$ cat src/design/cfr_pkg.sv
// shared types, constants and the crc-8 byte update for the frame receiver
package cfr_pkg;

  // configuration register indexes
  localparam int CfgIdxW = 3;
  localparam logic [CfgIdxW-1:0] REG_SOF_CODE    = 3'd0;
  localparam logic [CfgIdxW-1:0] REG_EOF_CODE    = 3'd1;
  localparam logic [CfgIdxW-1:0] REG_MAX_LENGTH  = 3'd2;
  localparam logic [CfgIdxW-1:0] REG_DIAL_CODE   = 3'd3;
  localparam logic [CfgIdxW-1:0] REG_TOGGLE_CODE = 3'd4;

  // register reset values
  localparam logic [7:0] SOF_RESET    = 8'hAA;
  localparam logic [7:0] EOF_RESET    = 8'h55;
  localparam logic [3:0] MAXLEN_RESET = 4'd8;
  localparam logic [7:0] DIAL_RESET   = 8'h01;
  localparam logic [7:0] TOGGLE_RESET = 8'h02;

  // hard limit on payload length and crc polynomial
  localparam logic [3:0] MAX_PAYLOAD = 4'd8;
  localparam logic [7:0] CRC_POLY    = 8'h07;

  typedef enum logic [2:0] {
    PH_WAIT    = 3'd0,
    PH_TYPE    = 3'd1,
    PH_LEN     = 3'd2,
    PH_PAYLOAD = 3'd3,
    PH_CRC     = 3'd4,
    PH_EOF     = 3'd5
  } phase_e;

  typedef enum logic [2:0] {
    ST_DIAL        = 3'd0,
    ST_TOGGLE      = 3'd1,
    ST_UNKNOWN     = 3'd2,
    ST_LEN_BAD     = 3'd3,
    ST_CRC_BAD     = 3'd4,
    ST_MISSING_END = 3'd5
  } status_e;

  typedef struct packed {
    logic [7:0] sof_code;
    logic [7:0] eof_code;
    logic [3:0] max_length;
    logic [7:0] dial_code;
    logic [7:0] toggle_code;
  } cfg_t;

  typedef struct packed {
    status_e    status;
    logic [7:0] type_code;
    logic [3:0] length;
    logic [7:0] value;
    logic       toggle_on;
  } result_t;

  // one byte through the msb-first crc-8 shift register
  function automatic logic [7:0] crc8_byte(input logic [7:0] crc, input logic [7:0] data);
    logic [7:0] c;
    c = crc ^ data;
    for (int k = 0; k < 8; k++) begin
      c = c[7] ? ((c << 1) ^ CRC_POLY) : (c << 1);
    end
    return c;
  endfunction

endpackage

$ cat src/design/crc8_frame_receiver.sv
// top level of the crc-8 framed byte receiver
//
//   channel  direction  handshake               payload
//   in       input      in_valid_i / in_stall_o rx_byte_i
//   out      output     out_valid_o/out_stall_i status_o type_code_o length_o value_o toggle_on_o
//   cfg      input      cfg_we_i                cfg_idx_i cfg_wdata_i
//
// one byte per clock while the output is not stalled: each byte is held in the
// input register, the parser state and crc update are computed from it, and a
// frame result is loaded into the result register once its end-code byte moves on.
// asynchronous reset clears the parser and restores register defaults.
// a stalled output blocks the input only once the input register is also full.
module crc8_frame_receiver (
  input  logic                        clk_i,
  input  logic                        rst_ni,
  input  logic                        cfg_we_i,
  input  logic [cfr_pkg::CfgIdxW-1:0] cfg_idx_i,
  input  logic [7:0]                  cfg_wdata_i,
  input  logic                        in_valid_i,
  output logic                        in_stall_o,
  input  logic [7:0]                  rx_byte_i,
  output logic                        out_valid_o,
  input  logic                        out_stall_i,
  output logic [2:0]                  status_o,
  output logic [7:0]                  type_code_o,
  output logic [3:0]                  length_o,
  output logic [7:0]                  value_o,
  output logic                        toggle_on_o
);

  cfr_pkg::cfg_t    cfg;
  cfr_pkg::result_t res_new;
  cfr_pkg::result_t res_out;
  logic             res_load;
  logic             res_ready;

  cfr_cfg_regs u_cfg (
    .clk_i       (clk_i),
    .rst_ni      (rst_ni),
    .cfg_we_i    (cfg_we_i),
    .cfg_idx_i   (cfg_idx_i),
    .cfg_wdata_i (cfg_wdata_i),
    .cfg_o       (cfg)
  );

  cfr_parser u_parser (
    .clk_i       (clk_i),
    .rst_ni      (rst_ni),
    .cfg_i       (cfg),
    .in_valid_i  (in_valid_i),
    .in_stall_o  (in_stall_o),
    .rx_byte_i   (rx_byte_i),
    .res_ready_i (res_ready),
    .res_load_o  (res_load),
    .res_o       (res_new)
  );

  cfr_result_reg u_res (
    .clk_i       (clk_i),
    .rst_ni      (rst_ni),
    .load_i      (res_load),
    .res_i       (res_new),
    .ready_o     (res_ready),
    .out_valid_o (out_valid_o),
    .out_stall_i (out_stall_i),
    .res_o       (res_out)
  );

  // result fields to ports
  assign status_o    = res_out.status;
  assign type_code_o = res_out.type_code;
  assign length_o    = res_out.length;
  assign value_o     = res_out.value;
  assign toggle_on_o = res_out.toggle_on;

`ifndef ASSERT_OFF
  // input backs up only behind a full, stalled result register
  a_stall_cause: assert property (@(posedge clk_i) disable iff (!rst_ni)
    in_stall_o |-> (out_valid_o && out_stall_i))
    else $error("input stalled without a blocked result");

  // a result is never loaded over one that is still held
  a_no_overwrite: assert property (@(posedge clk_i) disable iff (!rst_ni)
    (res_load && out_valid_o) |-> !out_stall_i)
    else $error("result overwritten while stalled");

  // payload value is only reported for dial and toggle results
  a_value_status: assert property (@(posedge clk_i) disable iff (!rst_ni)
    (out_valid_o && value_o != 8'd0) |->
      (status_o == cfr_pkg::ST_DIAL || status_o == cfr_pkg::ST_TOGGLE))
    else $error("payload value on an error result");

  // toggle flag belongs to a toggle result with its two-byte length
  a_toggle_status: assert property (@(posedge clk_i) disable iff (!rst_ni)
    (out_valid_o && toggle_on_o) |->
      (status_o == cfr_pkg::ST_TOGGLE && length_o == 4'd2))
    else $error("toggle flag on a non-toggle result");
`endif

endmodule

$ cat src/design/cfr_cfg_regs.sv
// configuration registers of the frame receiver
module cfr_cfg_regs (
  input  logic                        clk_i,
  input  logic                        rst_ni,
  input  logic                        cfg_we_i,
  input  logic [cfr_pkg::CfgIdxW-1:0] cfg_idx_i,
  input  logic [7:0]                  cfg_wdata_i,
  output cfr_pkg::cfg_t               cfg_o
);

  cfr_pkg::cfg_t cfg_q, cfg_d;

  // decode the write index, unknown indexes are dropped
  always_comb begin
    cfg_d = cfg_q;
    if (cfg_we_i) begin
      case (cfg_idx_i)
        cfr_pkg::REG_SOF_CODE:    cfg_d.sof_code    = cfg_wdata_i;
        cfr_pkg::REG_EOF_CODE:    cfg_d.eof_code    = cfg_wdata_i;
        cfr_pkg::REG_MAX_LENGTH:  cfg_d.max_length  = cfg_wdata_i[3:0];
        cfr_pkg::REG_DIAL_CODE:   cfg_d.dial_code   = cfg_wdata_i;
        cfr_pkg::REG_TOGGLE_CODE: cfg_d.toggle_code = cfg_wdata_i;
        default: ;
      endcase
    end
  end

  always_ff @(posedge clk_i or negedge rst_ni) begin
    if (!rst_ni) begin
      cfg_q.sof_code    <= cfr_pkg::SOF_RESET;
      cfg_q.eof_code    <= cfr_pkg::EOF_RESET;
      cfg_q.max_length  <= cfr_pkg::MAXLEN_RESET;
      cfg_q.dial_code   <= cfr_pkg::DIAL_RESET;
      cfg_q.toggle_code <= cfr_pkg::TOGGLE_RESET;
    end else begin
      cfg_q <= cfg_d;
    end
  end

  assign cfg_o = cfg_q;

endmodule

$ cat src/design/cfr_parser.sv
// input byte register and frame parsing state machine
module cfr_parser (
  input  logic             clk_i,
  input  logic             rst_ni,
  input  cfr_pkg::cfg_t    cfg_i,
  input  logic             in_valid_i,
  output logic             in_stall_o,
  input  logic [7:0]       rx_byte_i,
  input  logic             res_ready_i,
  output logic             res_load_o,
  output cfr_pkg::result_t res_o
);

  logic                stage_vld_q, stage_vld_d;
  logic [7:0]          stage_byte_q;
  logic                advance;
  logic                in_take;

  cfr_pkg::phase_e     phase_q, phase_d;
  logic [7:0]          ftype_q, ftype_d;
  logic [3:0]          flen_q, flen_d;
  logic [3:0]          count_q, count_d;
  logic [7:0]          crc_q, crc_d;
  logic [7:0]          rcheck_q, rcheck_d;
  logic [7:0]          pay0_q, pay0_d;
  logic [7:0]          pay1_q, pay1_d;

  logic [3:0]          limit;
  logic [7:0]          crc_next;
  logic [3:0]          count_inc;
  cfr_pkg::status_e    status;

  // staged byte moves on when the result slot is free or draining
  assign advance    = stage_vld_q && res_ready_i;
  assign in_stall_o = stage_vld_q && !res_ready_i;
  assign in_take    = in_valid_i && !in_stall_o;

  always_comb begin
    stage_vld_d = stage_vld_q;
    if (in_take) begin
      stage_vld_d = 1'b1;
    end else if (advance) begin
      stage_vld_d = 1'b0;
    end
  end

  always_ff @(posedge clk_i or negedge rst_ni) begin
    if (!rst_ni) begin
      stage_vld_q <= 1'b0;
    end else begin
      stage_vld_q <= stage_vld_d;
    end
  end

  always_ff @(posedge clk_i) begin
    if (in_take) begin
      stage_byte_q <= rx_byte_i;
    end
  end

  // shared helpers for the phase logic
  assign limit     = (cfg_i.max_length > cfr_pkg::MAX_PAYLOAD) ? cfr_pkg::MAX_PAYLOAD
                                                               : cfg_i.max_length;
  assign crc_next  = cfr_pkg::crc8_byte(crc_q, stage_byte_q);
  assign count_inc = count_q + 4'd1;

  // end-of-frame checks in priority order
  always_comb begin
    if (stage_byte_q != cfg_i.eof_code) begin
      status = cfr_pkg::ST_MISSING_END;
    end else if (crc_q != rcheck_q) begin
      status = cfr_pkg::ST_CRC_BAD;
    end else if (ftype_q == cfg_i.dial_code) begin
      status = (flen_q == 4'd1) ? cfr_pkg::ST_DIAL : cfr_pkg::ST_LEN_BAD;
    end else if (ftype_q == cfg_i.toggle_code) begin
      status = (flen_q == 4'd2) ? cfr_pkg::ST_TOGGLE : cfr_pkg::ST_LEN_BAD;
    end else begin
      status = cfr_pkg::ST_UNKNOWN;
    end
  end

  // next state and result for one staged byte
  always_comb begin
    phase_d    = phase_q;
    ftype_d    = ftype_q;
    flen_d     = flen_q;
    count_d    = count_q;
    crc_d      = crc_q;
    rcheck_d   = rcheck_q;
    pay0_d     = pay0_q;
    pay1_d     = pay1_q;
    res_load_o = 1'b0;

    res_o.status    = status;
    res_o.type_code = ftype_q;
    res_o.length    = flen_q;
    res_o.value     = (status == cfr_pkg::ST_DIAL || status == cfr_pkg::ST_TOGGLE)
                      ? pay0_q : 8'd0;
    res_o.toggle_on = (status == cfr_pkg::ST_TOGGLE) && (pay1_q != 8'd0);

    if (advance) begin
      case (phase_q)
        cfr_pkg::PH_TYPE: begin
          ftype_d = stage_byte_q;
          crc_d   = cfr_pkg::crc8_byte(8'd0, stage_byte_q);
          phase_d = cfr_pkg::PH_LEN;
        end
        cfr_pkg::PH_LEN: begin
          count_d = 4'd0;
          if (stage_byte_q > {4'd0, limit}) begin
            phase_d = cfr_pkg::PH_WAIT;
          end else begin
            flen_d  = stage_byte_q[3:0];
            crc_d   = crc_next;
            phase_d = (stage_byte_q[3:0] == 4'd0) ? cfr_pkg::PH_CRC : cfr_pkg::PH_PAYLOAD;
          end
        end
        cfr_pkg::PH_PAYLOAD: begin
          if (count_q == 4'd0) begin
            pay0_d = stage_byte_q;
          end else if (count_q == 4'd1) begin
            pay1_d = stage_byte_q;
          end
          crc_d   = crc_next;
          count_d = count_inc;
          if (count_inc >= flen_q) begin
            phase_d = cfr_pkg::PH_CRC;
          end
        end
        cfr_pkg::PH_CRC: begin
          rcheck_d = stage_byte_q;
          phase_d  = cfr_pkg::PH_EOF;
        end
        cfr_pkg::PH_EOF: begin
          res_load_o = 1'b1;
          count_d    = 4'd0;
          phase_d    = cfr_pkg::PH_WAIT;
        end
        default: begin
          phase_d = (stage_byte_q == cfg_i.sof_code) ? cfr_pkg::PH_TYPE : cfr_pkg::PH_WAIT;
        end
      endcase
    end
  end

  always_ff @(posedge clk_i or negedge rst_ni) begin
    if (!rst_ni) begin
      phase_q  <= cfr_pkg::PH_WAIT;
      ftype_q  <= 8'd0;
      flen_q   <= 4'd0;
      count_q  <= 4'd0;
      crc_q    <= 8'd0;
      rcheck_q <= 8'd0;
      pay0_q   <= 8'd0;
      pay1_q   <= 8'd0;
    end else begin
      phase_q  <= phase_d;
      ftype_q  <= ftype_d;
      flen_q   <= flen_d;
      count_q  <= count_d;
      crc_q    <= crc_d;
      rcheck_q <= rcheck_d;
      pay0_q   <= pay0_d;
      pay1_q   <= pay1_d;
    end
  end

endmodule

$ cat src/design/cfr_result_reg.sv
// result register on the output channel
module cfr_result_reg (
  input  logic             clk_i,
  input  logic             rst_ni,
  input  logic             load_i,
  input  cfr_pkg::result_t res_i,
  output logic             ready_o,
  output logic             out_valid_o,
  input  logic             out_stall_i,
  output cfr_pkg::result_t res_o
);

  logic             vld_q, vld_d;
  cfr_pkg::result_t res_q;

  // slot can take a new result when empty or when the current one leaves
  assign ready_o = !vld_q || !out_stall_i;

  always_comb begin
    vld_d = vld_q;
    if (load_i) begin
      vld_d = 1'b1;
    end else if (vld_q && !out_stall_i) begin
      vld_d = 1'b0;
    end
  end

  always_ff @(posedge clk_i or negedge rst_ni) begin
    if (!rst_ni) begin
      vld_q <= 1'b0;
    end else begin
      vld_q <= vld_d;
    end
  end

  always_ff @(posedge clk_i) begin
    if (load_i) begin
      res_q <= res_i;
    end
  end

  assign out_valid_o = vld_q;
  assign res_o       = res_q;

endmodule

$ cat config.mk
export PLATFORM = sky130hd
export DESIGN_NAME = crc8_frame_receiver
export DESIGN_NICKNAME = d
export VERILOG_FILES = /design/src/design/cfr_pkg.sv /design/src/design/crc8_frame_receiver.sv /design/src/design/cfr_cfg_regs.sv /design/src/design/cfr_parser.sv /design/src/design/cfr_result_reg.sv
export SDC_FILE = /design/constraint.sdc
export NUM_CORES = 1
export LEC_CHECK = 0
export ABC_AREA = 1
export BUFFER_PORTS_ARGS = -buffer_cell sky130_fd_sc_hd__buf_2
export CAP_MARGIN = 10
export CORE_MARGIN = 1
export CORE_UTILIZATION = 60
export DETAILED_ROUTE_END_ITERATION = 6
export HOLD_SLACK_MARGIN = 0.08
export PLACE_DENSITY = 0.86
export SLEW_MARGIN = 0
export SYNTH_ARGS = -nofsm -noshare
export SYNTH_HDL_FRONTEND = slang
export SYNTH_SLANG_ARGS = --single-unit
$ cat constraint.sdc
create_clock -name clk_i -period 6.35 [get_ports clk_i]
set_input_delay 0.3175 -clock clk_i [delete_from_list [all_inputs] [get_ports clk_i]]
set_output_delay 0.3175 -clock clk_i [all_outputs]
set_load 0.03 [all_outputs]
==> results of run 1 <==
stage by stage:
stage	hold slack (ns)	cell area, um^2
after floorplan	0.0219	6220
after global placement	0.461	6540
after detailed placement	0.467	6540
after CTS	0.121	7250
after global routing	0.126	7280
final	0.132	7280
cell type report:
class | count | share of cell area, %
clock buffer | 17 | 5.69
clock inverter | 15 | 2.61
inverter | 94 | 4.85
multi-input combinational | 500 | 35.3
sequential | 121 | 44.0
tap | 133 | 2.29
timing repair buffer | 61 | 5.29
cells by family after synthesis:
logic type	after synthesis
fa+ha+maj	16
compound gates	93
buf+inv	111
flops	121
simple gates	346
xor+xnor	45
registers in the layout, summed over array words and instances, names as in the netlist:
signal / count
u_parser.stage_byte_q: 8
u_cfg.cfg_o: 36
u_parser.stage_vld_q: 1
u_parser.ftype_q: 8
u_parser.pay1_q: 8
u_parser.pay0_q: 8
u_res.out_valid_o: 1
u_parser.phase_q: 3
u_parser.count_q: 4
u_parser.rcheck_q: 8
u_parser.crc_q: 8
u_res.res_o: 24
u_parser.flen_q: 4
power by group through the flow:
stage | Sequential [uW] | Combinational (uW) | Clock, uW
floorplan | 1060 | 513 | 0
global placement | 1110 | 599 | 0
detailed placement | 1120 | 640 | 0
CTS | 1110 | 663 | 982
global route | 1130 | 765 | 1020
finish | 1120 | 672 | 985
cells in the mapped netlist (3+ instances only):
cell | number | share of area [%]
clkbuf_1 | 6 | 0.36
nand2_2 | 4 | 0.40
inv_2 | 7 | 0.42
a21oi_1 | 7 | 0.56
buf_2 | 6 | 0.48
nand3_1 | 31 | 2.5
nor3_1 | 7 | 0.56
nand4_1 | 3 | 0.30
o21ai_2 | 16 | 2.3
xnor2_1 | 28 | 3.9
xor2_1 | 16 | 2.3
dfrtp_1 | 78 | 31
o21ai_0 | 66 | 5.3
inv_1 | 87 | 5.3
nor2_1 | 41 | 2.5
edfxtp_1 | 32 | 15
dfstp_2 | 11 | 4.6
nand2_1 | 250 | 15
ha_1 | 16 | 3.2
layer usage:
layer  wire (um)  share of wire (%)  vias up
li1            -                  -     2446
met1        5750                 37     2521
met2        7780                 51      247
met3        1090                7.1       73
met4         714                4.7        0
met5           0                  0        -
final timing paths:
path / end / slack (ns)
max: u_parser.crc_q[0]$_DFFE_PN0P_ / 4.01
min: u_cfg.cfg_o[33]$_DFFE_PN1P_ / 0.13
max reg2reg: u_parser.crc_q[0]$_DFFE_PN0P_ / 4.01
min reg2reg: u_res.res_o[11]$_DFFE_PP_ / 0.48
max in group asynchronous: u_cfg.cfg_o[19]$_DFFE_PN1P_ / 5.48
min in group asynchronous: u_cfg.cfg_o[25]$_DFFE_PN0P_ / 0.22
worst min-delay path: cells and delay by family:
kind                   cells  cell delay (ns)
buffers and inverters      2             0.22
AOI/OAI and AO/OA          1             0.10
==> impl_results.md, run 1 <==
- Post-CTS Setup Bufs: 0
- Post-Syn Area: a little over 6000 um^2
- Syn_area_per_cell: 8.50 um^2
- Remaining DRCs: 0
- Clk sinks: 121
- Maximum vdd drop: 211 uV
- Seq pwr share: 40.2%
- Instance count of the mapped netlist: 732
- GR Layer Usage met2: 53.6%
- Total GRT Usage: 30.6%
- Synth Area in Adders: 3.22%
- Status: finished, final reports clean
- Max Clock Freq: 428 MHz
- Placed cells: approximately 900
- CP max FO: 13
- DP Wirelength: 10100 um
- Post-layout util: 73.5%
- Final Non-Filler Cells: 941
- Period utilisation layout: between 30% and 40%
- GR peak layer: met2
- Met3 Track Usage GR: 7.74%
- FFs w/ async S/R, synth: about three quarters
- Num rows: 36
- Starting density of the core: 62.8%
- Most used cell, CP: nand2_1
- Final setup fails: 0
- Number of H-tree levels: 4
- Max-slew violations: 0
- Die Width: 104 um
- EDFF count, synth: 32
- Hold wc startpoint: cfg_wdata_i[5]
- Worst hold path cell count: 3
- Hold Vio Cnt, Final: 0
- Met1 usage: 35.1%
- Vias after detailed routing: about 5.3k
- Average wire per standard cell: between 15 and 20 um
- P_sw: 951 uW
- Nets@finish: 835
- CP Depth: 10
- CTS tree: yes
- Fraction of layout cells with a size suffix above 1: between 10% and 20%
- Setup Crit Path Kind: reg -> reg
- Slowest stage delay, CP: between 0.6 and 0.7 ns
- Final GP Congestion: 0.913
- Clock share of power: 35.5%
- Clk pin slew, worst setup/hold paths: 0.06 ns
- Root Buffer: clkbuf_8
- Ant diodes: 0
- Crit path cell chain: ha_1 -> nand2_1 -> nor2_1 -> nand2_1 -> nand3_1 -> nand3_1 -> nand2_1 -> inv_1 -> o211ai_1 -> nand2_1
- Internal power: 1820 uW
- Mapped Nets: 772
- Commonest non-fill, non-tap cell in the layout: nand2_1
- Io pins: 50
- Core area: 9910 um^2
- Commonest non-fill, non-tap cells in the layout: nand2_1 (250), inv_1 (87), dfrtp_1 (78)
- Post-synthesis xor/xnor area fraction: ~6.5%
- Setup TNS: 0 ns
- Cell variety after synth: 33
- Worst slew margin: 25.7%
- Detailed router's first-iteration violation count: 527
- CTS buffer count: 17
- Via-to-Cell Ratio: roughly 5.6
- Multiplexer share of the synthesized area: 0%
- RSZ-0062 raised after global routing: no
- Clock Tree Buf Depth: 2
- Die area: 10800 um^2
- Setup ws final: roughly 4.0 ns
- Actual slew at the worst max-slew pin: approximately 1.1 ns
- Sw frac: 34.3%
- Total Power: 2770 uW
- Worst skew pair latency: around 0.53 ns
- Clock skew: 0.00790 ns
- Combinational power share: 24.2%
- Critical Path Start Type: flip-flop
- Critical Path AT: around 2.8 ns
- Pwr dens: about 380 nW/um^2
- CP endpoint kind: flip-flop
- Syn. warnings: 0
- # port buffers: 49
- Initial antenna violation count: 0
- Register area: 3200 um^2
- Placement Setup Slack: just over 4 ns
- Synth Area in Compound Gates: 8.61%
- Leakage power: between 0.003 and 0.004 uW
- Max cap viols: 0
- Multi-input gate area in the final layout: 2570 um^2
- Dominant synthesized flop cell: dfrtp_1
- Post-layout minimum cycle time: 2.34 ns
- CP max stage cell: edfxtp_1
- Vias in the first global route: 5447
- Die height: 104 um
- First-pass GRT wire length: 25700 um
- CTS resizes: 0
- Main combinational cell family by area after synthesis: simple AND/OR/NAND/NOR gates
- Sequential share of the synthesized area: just over 50%
- Fill count: 683
- Seq cells post-synth: 121
- GRT overflow: 0
- TritonRoute pass-1 iters: 6
- Largest net degree at the start of global routing: 90
- Simple-gate portion of the synthesized area: roughly 23%
- Synthesis-to-finish area growth: 17.1%
- Hold crit path type: in -> reg
- Hold-fix buffers at CTS: 11
- Crit path launch: u_parser.stage_byte_q[3]$_DFFE_PP_
- Crit path buf inv count: 1
- Routed Antenna Nets: 0
- Worst Path Required: between 6 and 7 ns
- Register-to-Register Path Depth: 10
- Critical path's top delay family: simple AND/OR/NAND/NOR gates
- R2r startpoint: u_parser.stage_byte_q[3]$_DFFE_PP_
- Wirelength, routed: 15300 um
No activity file was read; power rests on OpenSTA's default activity.
==> run 2: changes to the inputs <==
--- a/config.mk
+++ b/config.mk
@@ -9,10 +9,10 @@
 export BUFFER_PORTS_ARGS = -buffer_cell sky130_fd_sc_hd__buf_2
 export CAP_MARGIN = 10
 export CORE_MARGIN = 1
-export CORE_UTILIZATION = 60
+export CORE_UTILIZATION = 54
 export DETAILED_ROUTE_END_ITERATION = 6
 export HOLD_SLACK_MARGIN = 0.08
-export PLACE_DENSITY = 0.86
+export PLACE_DENSITY = 0.82
 export SLEW_MARGIN = 0
 export SYNTH_ARGS = -nofsm -noshare
 export SYNTH_HDL_FRONTEND = slang
==> constraint.sdc (replaced) <==
create_clock -name clk_i -period 2.1 [get_ports clk_i]
set_input_delay 0.105 -clock clk_i [delete_from_list [all_inputs] [get_ports clk_i]]
set_output_delay 0.105 -clock clk_i [all_outputs]
set_load 0.03 [all_outputs]
==> run 2 against run 1 <==
Net effect: global-route usage down 3.2 points; register-to-register slack got worse by 3.9 ns; routed wire length shrank 3.8%; critical path depth up 1; core utilization fell by 5.6 points; critical path type unchanged; largest power group unchanged.
==> impl_results.md, run 2 (same netlist as run 1, synthesis figures left out) <==
- Hold Vio Cnt, Final: 0
- Via-to-Cell Ratio: roughly 5.4
- Maximum vdd drop: around 600 uV
- Period utilisation layout: 95.6%
- Status: finished, final reports clean
- Die area: 11900 um^2
- Nets@finish: around 860
- Max Clock Freq: 498 MHz
- Synthesis-to-finish area growth: 20.5%
- Routed Antenna Nets: 0
- Average wire per standard cell: 15.1 um
- Die Width: ~110 um
- Root Buffer: clkbuf_16
- Final GP Congestion: 0.977
- First-pass GRT wire length: 24500 um
- Seq pwr share: 40.5%
- Io pins: 50
- Sw frac: 33.8%
- Final setup fails: 0
- Core area: 11000 um^2
- Max FFs per register: 36
- Register-to-Register Path Depth: 11
- CP endpoint kind: flip-flop
- Critical Path AT: 2.37 ns
- Hold WS: 0.136 ns
- Max cap viols: 0
- P_sw: 2790 uW
- Crit path launch: u_cfg.cfg_o[19]$_DFFE_PN1P_
- Commonest non-fill, non-tap cells in the layout: nand2_1 (249), inv_1 (87), dfrtp_1 (78)
- DP Wirelength: 10300 um
- R2r startpoint: u_cfg.cfg_o[19]$_DFFE_PN1P_
- R2r setup slk: 0.09 ns
- Total Power: 8260 uW
- Number of H-tree levels: 4
- Actual slew at the worst max-slew pin: 0.574 ns
- Worst Path Required: about 2.5 ns
- CP max FO: 7
- Design area: 7490 um^2
- Initial antenna violation count: 0
- Remaining DRCs: 0
- GRT overflow: 0
- Leakage power: 0.00364 uW
- CTS buffer count: 17
- # port buffers: 49
- Setup TNS: 0 ns
- Clock Tree Buf Depth: 2
- Detailed router's first-iteration violation count: roughly 530
- Die height: 109 um
- Pwr dens: 1100 nW/um^2
- Fill count: 812
- Post-layout minimum cycle time: 2.01 ns
- Vias after detailed routing: approximately 5.3k
- Clk sinks: 121
- Critical Path Start Type: flip-flop
- Commonest non-fill, non-tap cell in the layout: nand2_1
- Hold crit path type: in -> async
- Internal power: roughly 5500 uW
- Ant diodes: 0
- Combinational power share: 25.0%
- CTS tree: yes
- Clk pin slew, worst setup/hold paths: 0.06 ns
- Setup Crit Path Kind: reg -> reg
- Total GRT Usage: 27.4%
- Largest net degree at the start of global routing: 65
- TritonRoute pass-1 iters: 5
- FF-to-FF End: u_parser.crc_q[4]$_DFFE_PN0P_
- Num rows: 38
- Starting density of the core: 56.4%
- Wirelength, routed: 14700 um
- Max-slew violations: 0
- Worst slew margin: 61.6%
- Vias in the first global route: 5156
- Worst skew pair latency: between 0.4 and 0.5 ns
- Post-layout util: 67.9%
- Critical path endpoint: u_parser.crc_q[4]$_DFFE_PN0P_
- Fraction of layout cells with a size suffix above 1: 17.8%
- Clock share of power: between 30% and 40%
- Clock skew: about 0.0074 ns
- Placed Area: 6700 um^2
-- run 2: final cells by class --
type | count | area (um^2) | area share [%]
clock buffer | 18 | 429 | 5.73
sequential | 121 | 3200 | 42.7
inverter | 94 | 353 | 4.71
clock inverter | 14 | 149 | 1.99
multi-input combinational | 500 | 2580 | 34.5
timing repair buffer | 88 | 601 | 8.02
tap | 140 | 175 | 2.34
-- run 2: routing by layer --
metal  GRT usage (%)  up-vias  part of all wire (%)
met4            11.1        0                   2.5
met5               0        -                     0
li1                -     2489                     -
met2            46.8      204                    50
met3            6.40       42                   6.3
met1            33.5     2521                    41
-- run 2: worst min path at each step --
stage	slack, ns	depth (start not counted)	from	end
after floorplan	-0.19	0	rst_ni	u_cfg.cfg_o[0]$_DFFE_PN0P_
after global placement	0.03	1	rst_ni	u_cfg.cfg_o[16]$_DFFE_PN0P_
after detailed placement	0.03	1	rst_ni	u_cfg.cfg_o[16]$_DFFE_PN0P_
after CTS	0.14	2	rst_ni	u_parser.crc_q[5]$_DFFE_PN0P_
after global routing	0.17	2	rst_ni	u_parser.crc_q[4]$_DFFE_PN0P_
final	0.14	2	rst_ni	u_parser.crc_q[5]$_DFFE_PN0P_
-- run 2: power groups by stage --
stage	sequential (uW)	combinational, uW	clock [uW]
global route	3400	2360	2970
CTS	3340	2030	2850
floorplan	3200	1550	0
detailed placement	3370	1980	0
finish	3350	2060	2850
global placement	3340	1840	0
-- run 2: worst max-delay path: stages, from the launching register on --
cell     delay (ns)
dfstp_2        0.54
inv_1          0.07
ha_1           0.32
nand2_1        0.08
nor2_1         0.15
nand3_1        0.14
nand3_1        0.13
nand2_2        0.11
buf_4          0.18
a21oi_1        0.13
nand2_1        0.07
nand2_1        0.05
-- run 2: per-stage QoR --
| step | instances | setup slack [ns] |
|---|---|---|
| finish | 975 | 0.0929 |
| detailed placement | 923 | 0.123 |
| global route | 975 | -0.0240 |
| floorplan | 732 | 0.241 |
| CTS | 974 | 0.0616 |
| global placement | 923 | 0.228 |
-- run 2: what timing repair did --
| item | 4_1_cts | 5_1_grt |
|---|---|---|
| buffers inserted | 0 | 1 |
| setup endpoints to repair | 0 | 10 |
| hold buffers | 19 | 0 |
| endpoints found under the hold margin | 121 | 0 |
| resized for setup | 0 | 4 |
==> run 3: changes to the inputs <==
--- a/config.mk
+++ b/config.mk
@@ -9,11 +9,11 @@
 export BUFFER_PORTS_ARGS = -buffer_cell sky130_fd_sc_hd__buf_2
 export CAP_MARGIN = 10
 export CORE_MARGIN = 1
-export CORE_UTILIZATION = 54
+export CORE_UTILIZATION = 60
 export DETAILED_ROUTE_END_ITERATION = 6
 export HOLD_SLACK_MARGIN = 0.08
-export PLACE_DENSITY = 0.82
-export SLEW_MARGIN = 0
+export PLACE_DENSITY = 0.86
+export SLEW_MARGIN = 30
 export SYNTH_ARGS = -nofsm -noshare
 export SYNTH_HDL_FRONTEND = slang
 export SYNTH_SLANG_ARGS = --single-unit
==> constraint.sdc (replaced) <==
create_clock -name clk_i -period 2.2 [get_ports clk_i]
set_input_delay 0.11 -clock clk_i [delete_from_list [all_inputs] [get_ports clk_i]]
set_output_delay 0.11 -clock clk_i [all_outputs]
set_load 0.03 [all_outputs]
==> run 3 against run 2 <==
Net effect: combinational power shrank 4%; critical path type unchanged; clock skew barely moved; first-iteration DRC count fell by 36%; core utilization up 7.8 points; worst hold slack got worse by 0.012 ns; highest routed layer unchanged; final cell count fell by 0.72%; critical path depth stayed put; routed wire length up 0.61%; global-route usage rose by 2.2 points; total power down 3.3%.
==> impl_results.md, run 3 (same netlist as run 1, synthesis figures left out) <==
- Final GP Congestion: 0.900
- Worst Path Required: between 2 and 3 ns
- CP max FO: 5
- FF-to-FF End: u_parser.phase_q[2]$_DFFE_PN0P_
- Total Power: 7990 uW
- Slowest stage delay, CP: 0.44 ns
- Max Clock Freq: just under 500 MHz
- Vias after detailed routing: 5267
- Maximum vdd drop: 625 uV
- Hold wc startpoint: cfg_idx_i[1]
- Placed Area: about 6700 um^2
- Post-layout util: 75.7%
- Clk sinks: 121
- Die area: 10800 um^2
- Hold Vio Cnt, Final: 0
- Starting density of the core: 62.8%
- Largest net degree at the start of global routing: 70
- Max-slew violations: 0
- Ant diodes: 0
- Register-to-Register Path Depth: 11
- Multi-input gate area in the final layout: 2580 um^2
- Worst Hold End: u_cfg.cfg_o[19]$_DFFE_PN1P_
- Crit path cell chain: inv_1 -> ha_1 -> ha_1 -> inv_1 -> o21bai_1 -> nand3_1 -> nand4_1 -> nand2_1 -> nor2_1 -> nand2_1 -> o21ai_0
- Worst hold path cell count: 3
- Hold WS: roughly 0.12 ns
- Core area: 9910 um^2
- Synthesis-to-finish area growth: 20.7%
- Via-to-Cell Ratio: approximately 5.4
- Root Buffer: clkbuf_8
- Max cap viols: 0
- Critical Path AT: 2.48 ns
- TritonRoute pass-1 iters: 6
- # port buffers: slightly below 50
- Die height: 104 um
- Nets@finish: 862
- DP Wirelength: 9870 um
- Remaining DRCs: 0
- Design area: 7510 um^2
- Commonest non-fill, non-tap cells in the layout: nand2_1 (249), inv_1 (87), dfrtp_1 (78)
- Worst slew margin: around three fifths
- Register area: between 3000 and 4000 um^2
- Final setup fails: 0
- Number of H-tree levels: 4
- Wirelength, routed: 14800 um
- RSZ-0062 raised after global routing: no
- Die Width: 104 um
- Actual slew at the worst max-slew pin: between 0.5 and 0.6 ns
- Pwr dens: around 1100 nW/um^2
- Vias in the first global route: 5387
- Io pins: 50
- CP endpoint kind: flip-flop
- Clock Tree Buf Depth: 2
- Average wire per standard cell: 15.3 um
- CTS tree: yes
- Period utilisation layout: 93.2%
- GRT overflow: 0
- Total GRT Usage: 29.6%
- Status: finished, final reports clean
- CTS buffer count: 17
- Fill count: 647
- Commonest non-fill, non-tap cell in the layout: nand2_1
- Fraction of layout cells with a size suffix above 1: between 10% and 20%
- Leakage power: 0.00366 uW
- Num rows: 36
- CP max stage cell: dfrtp_1
- R2r setup slk: around 0.15 ns
- Post-layout minimum cycle time: 2.05 ns
- Setup TNS: 0 ns
- Clock skew: between 0.007 and 0.008 ns
- Max FFs per register: 36
- Hold crit path type: in -> reg
- Clk pin slew, worst setup/hold paths: around 0.060 ns
- Routed Antenna Nets: 0
- R2r startpoint: u_parser.count_q[0]$_DFFE_PN0P_
- First-pass GRT wire length: between 20000 and 25000 um
- Setup Crit Path Kind: reg -> reg
- Worst skew pair latency: 0.53 ns
- Critical Path Start Type: flip-flop
- Initial antenna violation count: 0
- Detailed router's first-iteration violation count: 337
[run 3: cell types whose count changed in the layout (fill, tap and decap cells not counted), sizes merged]
cell,before,now
inv,96,99
bufinv,2,3
buf,69,67
clkinvlp,4,2
clkbuf,18,17
dlygate4sd3,19,21
clkinv,6,5
[run 3: critical path, delay by kind of cell, from the launching register on]
kind / cells / cell delay (ns)
fa+ha+maj: 2 / 0.64
simple gates: 5 / 0.48
flops: 1 / 0.44
compound gates: 2 / 0.24
buf+inv: 2 / 0.15
[run 3: power by group]
group          total [uW]  internal, uW  leakage (uW)  switching (uW)
logic                1970           799       0.00194            1170
clock network        2830          1750      0.000292            1080
registers            3180          2740       0.00143             438
[run 3: how the worst max path moves through the flow]
stage	end	cells after the start	from
floorplan	u_res.res_o[0]$_DFFE_PP_	3	u_res.out_valid_o$_DFFE_PN0P_
CTS	u_parser.crc_q[6]$_DFFE_PN0P_	12	u_cfg.cfg_o[19]$_DFFE_PN1P_
finish	u_parser.phase_q[2]$_DFFE_PN0P_	11	u_parser.count_q[0]$_DFFE_PN0P_
detailed placement	u_parser.crc_q[6]$_DFFE_PN0P_	12	u_cfg.cfg_o[19]$_DFFE_PN1P_
global route	u_parser.phase_q[2]$_DFFE_PN0P_	11	u_parser.count_q[0]$_DFFE_PN0P_
global placement	u_parser.crc_q[7]$_DFFE_PN0P_	12	u_cfg.cfg_o[19]$_DFFE_PN1P_
[run 3: cell type report]
class,count,area share (%)
Clock buffer,17,5.52
Tap cell,133,2.22
Sequential cell,121,42.7
Inverter,94,4.70
Timing Repair Buffer,88,8.03
Multi-Input combinational cell,500,34.3
Clock inverter,15,2.55
[run 3: through the flow]
step           instances  setup WS, ns
4_1_cts              968         0.145
3_3_place_gp         914         0.267
3_5_place_dp         914         0.160
6_report             968         0.151
2_1_floorplan        732         0.341
5_1_grt              968        0.0485
[run 3: repair_timing]
action	CTS	global route
setup endpoints to repair	0	6
hold endpoints to repair	124	0
gates resized for setup	0	2
hold buffers	22	0
buffers inserted	0	0
[run 3: layer usage]
layer / vias to the layer above / routed length, um / global-route usage [%] / share of wire (%)
met1: 2482 / 5840 / 35.1 / 39
met5: - / 0 / 0 / 0
met2: 223 / 7550 / 51.2 / 51
met3: 66 / 910 / 6.42 / 6.1
li1: 2496 / - / - / -
met4: 0 / 544 / 13.8 / 3.7
